## config.mk

```make
export PLATFORM = sky130hd
export DESIGN_NAME = motor_group_homing_supervisor
export DESIGN_NICKNAME = d
export VERILOG_FILES = /design/src/rtl/mghs_pkg.sv /design/src/rtl/mghs_ctrl.sv /design/src/rtl/mghs_dpath.sv /design/src/rtl/motor_group_homing_supervisor.sv
export SDC_FILE = /design/constraint.sdc
export NUM_CORES = 1
export LEC_CHECK = 0
export BUFFER_PORTS_ARGS = -buffer_cell sky130_fd_sc_hd__buf_4
export CAP_MARGIN = 0
export CORE_AREA = 2 2 306 308
export CTS_CLUSTER_DIAMETER = 40
export DETAILED_ROUTE_END_ITERATION = 10
export DIE_AREA = 0 0 308 310
export PLACE_DENSITY_LB_ADDON = 0.08
export SETUP_SLACK_MARGIN = 0.2
export SYNTH_ARGS = -nofsm -noshare
export SYNTH_HDL_FRONTEND = slang
export SYNTH_HIERARCHICAL = 1
export SYNTH_SLANG_ARGS = --single-unit
```

## constraint.sdc

```tcl
create_clock -name i_clk -period 9 [get_ports i_clk]
set_clock_uncertainty 0.15 [all_clocks]
set_input_delay 0 -clock i_clk [delete_from_list [all_inputs] [get_ports i_clk]]
set_output_delay 0 -clock i_clk [all_outputs]
set_load 0.02 [all_outputs]
```

## src/rtl/mghs_pkg.sv

```systemverilog
package mghs_pkg;

    localparam int unsigned MAX_RESULTS = 10;
    localparam int unsigned CNT_W       = 4;

    localparam logic signed [15:0] RST_HOME_TARGET   = 16'sd23040;
    localparam logic signed [15:0] RST_HOME_CURRENT  = 16'sd500;
    localparam logic        [14:0] RST_HOME_TOL      = 15'd256;
    localparam logic        [31:0] RST_HOME_TIMEOUT  = 32'd6000;

    typedef enum logic [2:0] {
        MODE_OFFLINE = 3'd0,
        MODE_IDLE    = 3'd1,
        MODE_CALIB   = 3'd2,
        MODE_RUNNING = 3'd3,
        MODE_FAULT   = 3'd4
    } t_mode;

    typedef enum logic [2:0] {
        RK_STATUS  = 3'd0,
        RK_RESTORE = 3'd1,
        RK_ZERO    = 3'd2,
        RK_HOME    = 3'd3,
        RK_FULL    = 3'd4,
        RK_DISABLE = 3'd5
    } t_rkind;

    typedef enum logic [1:0] {
        SC_OK          = 2'd0,
        SC_BAD_INDEX   = 2'd1,
        SC_NOT_RUNNING = 2'd2
    } t_status;

    typedef enum logic [1:0] {
        IK_REPORT  = 2'd0,
        IK_TICK    = 2'd1,
        IK_SET_ONE = 2'd2,
        IK_SET_ALL = 2'd3
    } t_ikind;

    typedef enum logic [2:0] {
        REG_HOME_TARGET  = 3'd0,
        REG_HOME_CURRENT = 3'd1,
        REG_HOME_TOL     = 3'd2,
        REG_HOME_TIMEOUT = 3'd3,
        REG_FAULT_EN     = 3'd4
    } t_reg;

    typedef enum logic [3:0] {
        C_IDLE,
        C_DISPATCH,
        C_CAL_WALK,
        C_CAL_END,
        C_ENT_WALK,
        C_FLT_WALK,
        C_SET_ONE,
        C_SET_ALL,
        C_STATUS
    } t_ctl_state;

    typedef struct packed {
        logic [1:0]        kind;
        logic [3:0]        motor_index;
        logic              link_online;
        logic              motor_fault;
        logic              motor_running;
        logic              motor_ready;
        logic signed [15:0] angle_feedback;
        logic signed [15:0] present_current;
        logic signed [15:0] position_request;
        logic signed [15:0] speed_request;
        logic signed [15:0] current_request;
        logic [31:0]       time_ms;
    } t_in_beat;

    typedef struct packed {
        logic [2:0]        result_kind;
        logic [3:0]        target_motor;
        logic signed [15:0] position_target;
        logic signed [15:0] speed_target;
        logic signed [15:0] current_target;
        logic [2:0]        group_state;
        logic [1:0]        status_code;
        logic              last_result;
    } t_out_beat;

    typedef struct packed {
        logic       load_item;
        logic       write_report;
        logic       set_mode;
        t_mode      mode;
        logic       set_homed;
        logic       calib_entry;
        logic       save_cur;
        logic       mark_homed;
        logic       load_out;
        t_rkind     out_kind;
        t_status    out_code;
        logic [3:0] idx;
    } t_dp_cmd;

    typedef struct packed {
        t_ikind     kind;
        logic [3:0] item_idx;
        logic       idx_ok;
        t_mode      mode;
        t_mode      nx_simple;
        logic       online_any;
        logic       any_err;
        logic       timeout;
        logic       cal_done;
        logic       run;
        logic       ready;
        logic       done_bit;
        logic       near;
    } t_dp_sts;

endpackage

```

## src/rtl/mghs_ctrl.sv

```systemverilog
module mghs_ctrl #(
    parameter int unsigned MOTORS = 9
) (
    input  logic              i_clk,
    input  logic              i_rst_n,
    input  logic              i_in_valid,
    output logic              o_in_ready,
    output logic              o_out_valid,
    input  logic              i_out_ready,
    output mghs_pkg::t_dp_cmd o_cmd,
    input  mghs_pkg::t_dp_sts i_sts
);
    import mghs_pkg::*;

    t_ctl_state       r_state, n_state;
    logic [3:0]       r_idx, n_idx;
    logic [CNT_W-1:0] r_cnt, n_cnt;
    t_status          r_code, n_code;
    logic             r_out_valid, n_out_valid;
    logic             r_cal_done, n_cal_done;

    logic   walking, want, emit, adv, last_idx, slot_free;
    t_rkind kind;

    always_comb begin
        walking = 1'b1;
        want    = 1'b1;
        kind    = RK_STATUS;
        unique case (r_state)
            C_CAL_WALK: begin
                want = i_sts.run && !i_sts.done_bit && (i_sts.timeout || i_sts.near);
                kind = i_sts.timeout ? RK_RESTORE : RK_ZERO;
            end
            C_ENT_WALK: begin
                want = i_sts.ready;
                kind = RK_HOME;
            end
            C_FLT_WALK: kind = RK_DISABLE;
            C_SET_ONE:  kind = RK_FULL;
            C_SET_ALL:  kind = RK_FULL;
            C_STATUS:   kind = RK_STATUS;
            default: begin
                walking = 1'b0;
                want    = 1'b0;
            end
        endcase
        slot_free = !r_out_valid || i_out_ready;
        last_idx  = (r_idx == 4'(MOTORS - 1));
        emit      = walking && want && (r_cnt < CNT_W'(MAX_RESULTS));
        adv       = walking && (!emit || slot_free);
    end

    always_comb begin
        n_state = r_state;
        unique case (r_state)
            C_IDLE: begin
                if (i_in_valid) begin
                    n_state = C_DISPATCH;
                end
            end
            C_DISPATCH: begin
                unique case (i_sts.kind)
                    IK_REPORT: n_state = C_STATUS;
                    IK_TICK: begin
                        if (i_sts.mode == MODE_CALIB) begin
                            priority if (!i_sts.online_any) n_state = C_STATUS;
                            else if (i_sts.any_err)         n_state = C_FLT_WALK;
                            else                             n_state = C_CAL_WALK;
                        end else if (i_sts.nx_simple == i_sts.mode) begin
                            n_state = C_STATUS;
                        end else if (i_sts.nx_simple == MODE_CALIB) begin
                            n_state = C_ENT_WALK;
                        end else if (i_sts.nx_simple == MODE_FAULT) begin
                            n_state = C_FLT_WALK;
                        end else begin
                            n_state = C_STATUS;
                        end
                    end
                    IK_SET_ONE: n_state = (i_sts.idx_ok && i_sts.mode == MODE_RUNNING) ?
                                          C_SET_ONE : C_STATUS;
                    IK_SET_ALL: n_state = (i_sts.mode == MODE_RUNNING) ? C_SET_ALL : C_STATUS;
                endcase
            end
            C_CAL_WALK: begin
                if (adv && last_idx) begin
                    n_state = C_CAL_END;
                end
            end
            C_CAL_END: n_state = C_STATUS;
            C_ENT_WALK, C_FLT_WALK, C_SET_ALL: begin
                if (adv && last_idx) begin
                    n_state = C_STATUS;
                end
            end
            C_SET_ONE: begin
                if (adv) begin
                    n_state = C_STATUS;
                end
            end
            C_STATUS: begin
                if (adv) begin
                    n_state = C_IDLE;
                end
            end
            default: n_state = C_IDLE;
        endcase
    end

    always_comb begin
        o_cmd          = '0;
        o_cmd.mode     = MODE_OFFLINE;
        o_cmd.out_kind = kind;
        o_cmd.out_code = r_code;
        o_cmd.idx      = (r_state == C_SET_ONE) ? i_sts.item_idx : r_idx;
        o_cmd.load_out = emit && adv;
        n_idx          = adv ? 4'(r_idx + 4'd1) : r_idx;
        n_cnt          = (emit && adv) ? CNT_W'(r_cnt + 1'b1) : r_cnt;
        n_code         = r_code;
        n_cal_done     = r_cal_done;
        unique case (r_state)
            C_IDLE: begin
                o_cmd.load_item = i_in_valid;
                n_idx           = '0;
                n_cnt           = '0;
                n_code          = SC_OK;
            end
            C_DISPATCH: begin
                unique case (i_sts.kind)
                    IK_REPORT: begin
                        o_cmd.write_report = i_sts.idx_ok;
                        n_code             = i_sts.idx_ok ? SC_OK : SC_BAD_INDEX;
                    end
                    IK_TICK: begin
                        if (i_sts.mode == MODE_CALIB) begin
                            priority if (!i_sts.online_any) begin
                                o_cmd.set_mode = 1'b1;
                                o_cmd.mode     = MODE_OFFLINE;
                            end else if (i_sts.any_err) begin
                                o_cmd.set_mode = 1'b1;
                                o_cmd.mode     = MODE_FAULT;
                            end else begin
                                n_cal_done = i_sts.cal_done;
                            end
                        end else if (i_sts.nx_simple != i_sts.mode) begin
                            o_cmd.set_mode    = 1'b1;
                            o_cmd.mode        = i_sts.nx_simple;
                            o_cmd.calib_entry = (i_sts.nx_simple == MODE_CALIB);
                        end
                    end
                    IK_SET_ONE: begin
                        priority if (!i_sts.idx_ok)              n_code = SC_BAD_INDEX;
                        else if (i_sts.mode != MODE_RUNNING)     n_code = SC_NOT_RUNNING;
                        else                                     n_code = SC_OK;
                    end
                    IK_SET_ALL: begin
                        n_code = (i_sts.mode != MODE_RUNNING) ? SC_NOT_RUNNING : SC_OK;
                    end
                endcase
            end
            C_CAL_WALK: o_cmd.mark_homed = adv && want;
            C_ENT_WALK: o_cmd.save_cur = adv && want;
            C_CAL_END: begin
                if (r_cal_done) begin
                    o_cmd.set_mode  = 1'b1;
                    o_cmd.mode      = MODE_RUNNING;
                    o_cmd.set_homed = 1'b1;
                end
            end
            default: begin
            end
        endcase
        if (emit && adv) begin
            n_out_valid = 1'b1;
        end else begin
            n_out_valid = r_out_valid && !i_out_ready;
        end
    end

    always_ff @(posedge i_clk) begin
        if (!i_rst_n) begin
            r_state     <= C_IDLE;
            r_idx       <= '0;
            r_cnt       <= '0;
            r_code      <= SC_OK;
            r_out_valid <= 1'b0;
            r_cal_done  <= 1'b0;
        end else begin
            r_state     <= n_state;
            r_idx       <= n_idx;
            r_cnt       <= n_cnt;
            r_code      <= n_code;
            r_out_valid <= n_out_valid;
            r_cal_done  <= n_cal_done;
        end
    end

    assign o_in_ready  = (r_state == C_IDLE);
    assign o_out_valid = r_out_valid;

endmodule

```

## src/rtl/mghs_dpath.sv

```systemverilog
module mghs_dpath #(
    parameter int unsigned MOTORS = 9
) (
    input  logic               i_clk,
    input  logic               i_rst_n,
    input  logic               psel,
    input  logic               penable,
    input  logic               pwrite,
    input  logic [4:0]         paddr,
    input  logic [31:0]        pwdata,
    output logic [31:0]        prdata,
    input  mghs_pkg::t_in_beat i_in_data,
    input  mghs_pkg::t_dp_cmd  i_cmd,
    output mghs_pkg::t_dp_sts  o_sts,
    output mghs_pkg::t_out_beat o_out_data
);
    import mghs_pkg::*;

    localparam int unsigned IW = (MOTORS > 1) ? $clog2(MOTORS) : 1;

    logic signed [15:0] r_home_target;
    logic signed [15:0] r_home_current;
    logic [14:0]        r_home_tol;
    logic [31:0]        r_home_timeout;
    logic               r_fault_en;

    t_in_beat           r_item;
    t_mode              r_mode;
    logic               r_homed;
    logic [MOTORS-1:0]  r_homed_mask;
    logic [31:0]        r_calib_start;
    logic [15:0]        r_saved [MOTORS];
    logic [3:0]         r_flags [MOTORS];
    logic [15:0]        r_angle [MOTORS];
    logic [15:0]        r_current [MOTORS];
    t_out_beat          r_out, n_out;

    logic [MOTORS-1:0]  online_vec, fault_vec, run_vec;
    logic [IW-1:0]      sel, rep_sel;
    logic [15:0]        diff;
    logic [16:0]        mag;
    logic               online_any, any_err;
    t_mode              nx_simple;
    logic               cfg_wr;

    assign sel     = i_cmd.idx[IW-1:0];
    assign rep_sel = r_item.motor_index[IW-1:0];
    assign cfg_wr  = psel && penable && pwrite;

    always_comb begin
        for (int i = 0; i < MOTORS; i++) begin
            online_vec[i] = r_flags[i][0];
            fault_vec[i]  = r_flags[i][1];
            run_vec[i]    = r_flags[i][2];
        end
        online_any = |online_vec;
        any_err    = r_fault_en && (|fault_vec);
        unique case (r_mode)
            MODE_IDLE: begin
                priority if (!online_any) nx_simple = MODE_OFFLINE;
                else if (any_err)         nx_simple = MODE_FAULT;
                else if (|run_vec)        nx_simple = r_homed ? MODE_RUNNING : MODE_CALIB;
                else                      nx_simple = MODE_IDLE;
            end
            MODE_RUNNING: begin
                priority if (!online_any) nx_simple = MODE_OFFLINE;
                else if (any_err)         nx_simple = MODE_FAULT;
                else if (!(|run_vec))     nx_simple = MODE_IDLE;
                else                      nx_simple = MODE_RUNNING;
            end
            default: begin
                priority if (!online_any) nx_simple = MODE_OFFLINE;
                else if (any_err)         nx_simple = MODE_FAULT;
                else                      nx_simple = MODE_IDLE;
            end
        endcase
        diff = r_angle[sel] - r_home_target;
        mag  = diff[15] ? (17'd0 - {diff[15], diff}) : {1'b0, diff};
    end

    always_comb begin
        o_sts.kind       = t_ikind'(r_item.kind);
        o_sts.item_idx   = r_item.motor_index;
        o_sts.idx_ok     = ({1'b0, r_item.motor_index} < 5'(MOTORS));
        o_sts.mode       = r_mode;
        o_sts.nx_simple  = nx_simple;
        o_sts.online_any = online_any;
        o_sts.any_err    = any_err;
        o_sts.timeout    = ((r_item.time_ms - r_calib_start) >= r_home_timeout);
        o_sts.cal_done   = (|run_vec) && ((run_vec & ~r_homed_mask) == '0);
        o_sts.run        = r_flags[sel][2];
        o_sts.ready      = r_flags[sel][3];
        o_sts.done_bit   = r_homed_mask[sel];
        o_sts.near       = (mag <= {2'b00, r_home_tol});
    end

    always_comb begin
        n_out                 = '0;
        n_out.result_kind     = i_cmd.out_kind;
        n_out.target_motor    = i_cmd.idx;
        n_out.group_state     = r_mode;
        unique case (i_cmd.out_kind)
            RK_STATUS: begin
                n_out.target_motor = '0;
                n_out.status_code  = i_cmd.out_code;
                n_out.last_result  = 1'b1;
            end
            RK_RESTORE, RK_ZERO: n_out.current_target = r_saved[sel];
            RK_HOME: begin
                n_out.position_target = r_home_target;
                n_out.current_target  = r_home_current;
            end
            RK_FULL: begin
                n_out.position_target = r_item.position_request;
                n_out.speed_target    = r_item.speed_request;
                n_out.current_target  = r_item.current_request;
            end
            default: begin
            end
        endcase
    end

    always_comb begin
        unique case (t_reg'(paddr[4:2]))
            REG_HOME_TARGET:  prdata = {{16{r_home_target[15]}}, r_home_target};
            REG_HOME_CURRENT: prdata = {{16{r_home_current[15]}}, r_home_current};
            REG_HOME_TOL:     prdata = {17'd0, r_home_tol};
            REG_HOME_TIMEOUT: prdata = r_home_timeout;
            REG_FAULT_EN:     prdata = {31'd0, r_fault_en};
            default:          prdata = '0;
        endcase
    end

    always_ff @(posedge i_clk) begin
        if (!i_rst_n) begin
            r_home_target  <= RST_HOME_TARGET;
            r_home_current <= RST_HOME_CURRENT;
            r_home_tol     <= RST_HOME_TOL;
            r_home_timeout <= RST_HOME_TIMEOUT;
            r_fault_en     <= 1'b0;
        end else if (cfg_wr) begin
            unique case (t_reg'(paddr[4:2]))
                REG_HOME_TARGET:  r_home_target  <= pwdata[15:0];
                REG_HOME_CURRENT: r_home_current <= pwdata[15:0];
                REG_HOME_TOL:     r_home_tol     <= pwdata[14:0];
                REG_HOME_TIMEOUT: r_home_timeout <= pwdata;
                REG_FAULT_EN:     r_fault_en     <= pwdata[0];
                default: begin
                end
            endcase
        end
    end

    always_ff @(posedge i_clk) begin
        if (!i_rst_n) begin
            r_mode        <= MODE_OFFLINE;
            r_homed       <= 1'b0;
            r_homed_mask  <= '0;
            r_calib_start <= '0;
            for (int i = 0; i < MOTORS; i++) begin
                r_flags[i]   <= '0;
                r_angle[i]   <= '0;
                r_current[i] <= '0;
            end
        end else begin
            if (i_cmd.set_mode) begin
                r_mode <= i_cmd.mode;
            end
            if (i_cmd.set_homed) begin
                r_homed <= 1'b1;
            end
            if (i_cmd.calib_entry) begin
                r_homed_mask  <= '0;
                r_calib_start <= r_item.time_ms;
            end else if (i_cmd.mark_homed) begin
                r_homed_mask[sel] <= 1'b1;
            end
            if (i_cmd.write_report) begin
                r_flags[rep_sel]   <= {r_item.motor_ready, r_item.motor_running,
                                       r_item.motor_fault, r_item.link_online};
                r_angle[rep_sel]   <= r_item.angle_feedback;
                r_current[rep_sel] <= r_item.present_current;
            end
        end
    end

    always_ff @(posedge i_clk) begin
        if (i_cmd.load_item) begin
            r_item <= i_in_data;
        end
        if (i_cmd.save_cur) begin
            r_saved[sel] <= r_current[sel];
        end
        if (i_cmd.load_out) begin
            r_out <= n_out;
        end
    end

    assign o_out_data = r_out;

endmodule

```

## src/rtl/motor_group_homing_supervisor.sv

```systemverilog
// Channel   Direction  Handshake                Beat
// input     in         i_in_valid / o_in_ready  mghs_pkg::t_in_beat
// output    out        o_out_valid / i_out_ready mghs_pkg::t_out_beat
// config    in         APB psel/penable/pwrite  32-bit registers at 4*i
//
// A report is dispatched after acceptance; its status beat is loaded in the status state that follows.
// A tick with no state change goes from dispatch straight to the status beat; one with an
// entry or fault walk passes over the motor records first; a calibration walk adds an end step.
// A running all-motor setpoint walks every motor; a single one or a refused one does not walk.
// Output stalls hold the walk; a new item is taken once the status beat is loaded.
// Reset is synchronous and active low and needs no clearing pass.
module motor_group_homing_supervisor #(
    parameter int unsigned MOTORS = 9
) (
    input  logic                 i_clk,
    input  logic                 i_rst_n,
    input  logic                 psel,
    input  logic                 penable,
    input  logic                 pwrite,
    input  logic [4:0]           paddr,
    input  logic [31:0]          pwdata,
    output logic [31:0]          prdata,
    output logic                 pready,
    input  logic                 i_in_valid,
    output logic                 o_in_ready,
    input  mghs_pkg::t_in_beat   i_in_data,
    output logic                 o_out_valid,
    input  logic                 i_out_ready,
    output mghs_pkg::t_out_beat  o_out_data
);
    import mghs_pkg::*;

    t_dp_cmd cmd;
    t_dp_sts sts;

    assign pready = 1'b1;

    mghs_ctrl #(.MOTORS(MOTORS)) u_ctrl (
        .i_clk       (i_clk),
        .i_rst_n     (i_rst_n),
        .i_in_valid  (i_in_valid),
        .o_in_ready  (o_in_ready),
        .o_out_valid (o_out_valid),
        .i_out_ready (i_out_ready),
        .o_cmd       (cmd),
        .i_sts       (sts)
    );

    mghs_dpath #(.MOTORS(MOTORS)) u_dpath (
        .i_clk      (i_clk),
        .i_rst_n    (i_rst_n),
        .psel       (psel),
        .penable    (penable),
        .pwrite     (pwrite),
        .paddr      (paddr),
        .pwdata     (pwdata),
        .prdata     (prdata),
        .i_in_data  (i_in_data),
        .i_cmd      (cmd),
        .o_sts      (sts),
        .o_out_data (o_out_data)
    );

endmodule

```

==> results.toml <==
[outcome]
status = "completed"

[power_and_ir_drop]
internal_power_mw = 9.32
peakVddDrop_mv = 0.163
p_leak_nw = 20.4
power-per-cell-area_mw_per_mm2 = 208
pwr-share-seq_pct = 45.4
pwr-share-comb_pct = 7.5
swShare_pct = 22.9
clock_power_share_pct = 47.0
p_sw_mw = 2.78

[synth]
async_flop_share_pct = 0
synth_seq_area_share_pct = 64.5
netlist_area_mm2 = 0.0458
synth_edf_count = 889
syn_avg_cell_area_um2 = 14.9
ys_seq_elements = 1030
synth_flop_cell = "edfxtp_1"
synth.distinct_cells = 81
yosys_warnings = 6
synth_fp_nets = 3339
syn_inst = 3069

[placement]
gp_congestion = 0.884
port_buffers = 258
dp_hpwl_mm = 75.7
placed_cell_area_mm2 = 0.0495

[finish]
drive_above_1_share_pct = 22.6
design_area_mm2 = 0.0581
fillCellCount = 6714
nets = 4025
final_util_pct = 62.8
syn2layout_area_growth_pct = 26.9

[floorplan]
row_count = 112
io_pins = 262
coreArea_mm2 = 0.0925
start_util_pct = 49.5
die_w_um = 308
dieHeight_um = 310
dieArea_mm2 = 0.0955

[global_routing]
first_global_vias = 29600
grt.overflow.total = 0
antenna_found_initial = 2
grt_max_degree = 112
grt_pass1_wl_mm = 186
track_usage_pct = 26.4

[route]
routed_via_density = 5.68
drtIter0Drc = 2539
drt_wl_total_mm = 126
drt_first_pass_iters = 5
wl_per_cell_um = 24.8
drt_drc_violations_left = 0
via_count = 28800
ant_nets = 0

[sta]
slew-limit-headroom_pct = 11.2
finalCritPeriodShare_pct = 91.8
tns_ns = 0
rsz0062_at_grt = "false"
maxSlewViolCount = 0
finalSetupViolations = 0
worstMarginPinSlew_ns = 1.33
hold_viol = 0
clock.fmax_ghz = 0.121
hold_ws_ns = 0.0482
period_minus_slack_ns = 8.26

[worst_setup_path]
cp.arrival_ns = 8.54
critPathMaxStageDelay_ns = 0.54
crit_top_cell = "buf_4"
path_class = "flip-flop to flip-flop"
cp-start-kind = "flip-flop"
cp_max_fo = 16
cp.required_ns = 9.28
critPathCaptureType = "flip-flop"
crit_path_top_delay_cell = "or4b_4"

[clock_tree]
insertion_delay_ns = 0.74
clk_pin_slew_ns = 0.06
cts_sinks = 1030
cts_buffers = 143
clk_path_buf_depth = 3
ctsRootBufferMaster = "clkbuf_16"
cts_tree = "done"
htreeDepth = 4

[job]
cap_viol_max_count = 0

[min_path]
min-delay-path-class = "primary input to flip-flop"
[state kept, by name (all words and copies together) (netlist names), 9 cells and up]
signal and flops:
u_dpath/r_home_timeout 32, u_dpath/r_home_target 16, u_dpath/r_home_tol 15, u_dpath/r_current 256, u_dpath/r_item 116, u_dpath/r_flags 50, u_dpath/o_out_data 61, u_dpath/r_calib_start 32
u_dpath/r_saved 144, u_dpath/r_angle 256, u_dpath/r_home_current 16, u_dpath/r_homed_mask 9
[cell type report]
class	instances	area, um^2	share of cell area [%]
repair buffers	707	6340	10.9
well taps	1197	1500	2.58
clock inverters	97	1080	1.86
flip-flops and latches	1030	29500	50.8
multi-input cells	1752	15400	26.5
inverters	121	458	0.788
diodes	1	2.50	0.00431
clock buffers	168	3790	6.52
[power groups by stage]
stage | sequential (mW) | clock [mW] | combinational (mW)
6_report | 5.50 | 5.69 | 0.912
5_1_grt | 5.51 | 5.98 | 0.989
4_1_cts | 5.50 | 5.77 | 0.907
3_5_place_dp | 5.59 | 0 | 0.790
3_3_place_gp | 5.58 | 0 | 0.774
2_1_floorplan | 5.57 | 0 | 0.471
[path summary, 6_finish.rpt]
kind	slack, ns	cells after the start	from	endpoint
setup reg to reg	0.74	33	u_ctrl/r_state[3]	u_dpath/r_saved[6][10]
hold reg to reg	0.32	1	u_dpath/r_homed	u_dpath/r_homed
hold / removal	0.05	4	i_out_ready	u_ctrl/o_out_valid
setup / recovery	0.74	33	u_ctrl/r_state[3]	u_dpath/r_saved[6][10]
[layout by cell type, fill, tap and decap left out, types with 67 or more instances in the layout]
cell type / instances
a21boi_0: 70
and2_1: 345
dfxtp_1: 141
inv_1: 120
mux4_2: 217
ha_1: 102
buf_4: 335
clkbuf_16: 148
nand2_1: 234
dlygate4sd3_1: 359
edfxtp_1: 889
o21ai_0: 67
nor2b_1: 76
a21oi_1: 68
nor2_1: 75
[kinds of logic after synthesis]
kind of cell    synth area share, %
compound gates                 5.82
xor+xnor                       1.30
fa+ha+maj                      2.88
buf+inv                        2.51
flops                          64.5
mux                            12.5
other cells                 0.00820
simple gates                   10.5
[metal layers]
layer	part of all wire, %	wire length, um	track usage [%]
met2	49	61500	44.4
met4	2.5	3190	8.58
met1	42	52800	35.4
met5	0	0	0
met3	6.5	8110	4.24
[critical path: cells and delay by family, from the launching register on]
family / cells / cell delay [ns]
xor+xnor: 2 / 0.28
compound gates: 8 / 1.89
buf+inv: 6 / 1.06
simple gates: 12 / 2.54
fa+ha+maj: 3 / 0.68
flops: 1 / 0.33
mux: 2 / 1.04
[what timing repair did]
action | in CTS | in global routing
setup endpoints to repair | 0 | 179
hold buffers | 359 | 0
endpoints found under the hold margin | 273 | 0
buffers inserted | 0 | 2
gates resized for setup | 0 | 12
[synthesized netlist by cell type, drive strengths merged (4+ instances only)]
| master | instances | share of area [%] |
|---|---|---|
| nor3 | 29 | 0.33 |
| nand2 | 234 | 1.9 |
| nor4 | 8 | 0.11 |
| o31ai | 8 | 0.15 |
| or3 | 8 | 0.11 |
| edfxtp | 889 | 58 |
| a21oi | 71 | 0.78 |
| a211oi | 8 | 0.19 |
| nor3b | 8 | 0.14 |
| a31oi | 7 | 0.096 |
| buf | 49 | 0.56 |
| and3 | 9 | 0.12 |
| a2111oi | 5 | 0.11 |
| ha | 102 | 2.8 |
| xnor2 | 47 | 0.92 |
| a22o | 16 | 0.31 |
| o211ai | 16 | 0.26 |
| nor2 | 89 | 0.73 |
| nor4b | 5 | 0.096 |
| a211o | 4 | 0.077 |
| nor2b | 76 | 1.0 |
| mux2i | 62 | 1.4 |
| a21o | 38 | 0.62 |
| and3b | 4 | 0.077 |
| o22ai | 5 | 0.082 |
| inv | 121 | 0.99 |
| a21boi | 70 | 1.1 |
| nand4 | 10 | 0.14 |
| xor2 | 19 | 0.38 |
| mux4 | 217 | 11 |
| nand2b | 20 | 0.27 |
| o21bai | 7 | 0.11 |
| dfxtp | 141 | 6.2 |
| o21ai | 79 | 0.86 |
| nand3b | 9 | 0.15 |
| a22oi | 16 | 0.26 |
| mux2 | 17 | 0.42 |
| and2 | 345 | 4.7 |
| o21a | 14 | 0.23 |
| clkbuf | 117 | 0.96 |
| nand3 | 30 | 0.33 |
[metrics by stage]
stage	setup slack, ns	power, mW	instances
after floorplan	0.127	6.04	3069
after global placement	0.486	6.35	4445
after detailed placement	0.392	6.38	4445
after CTS	0.338	12.2	5069
after global routing	0.233	12.5	5073
final	0.742	12.1	5073
Power figures use the tool's default switching activity.
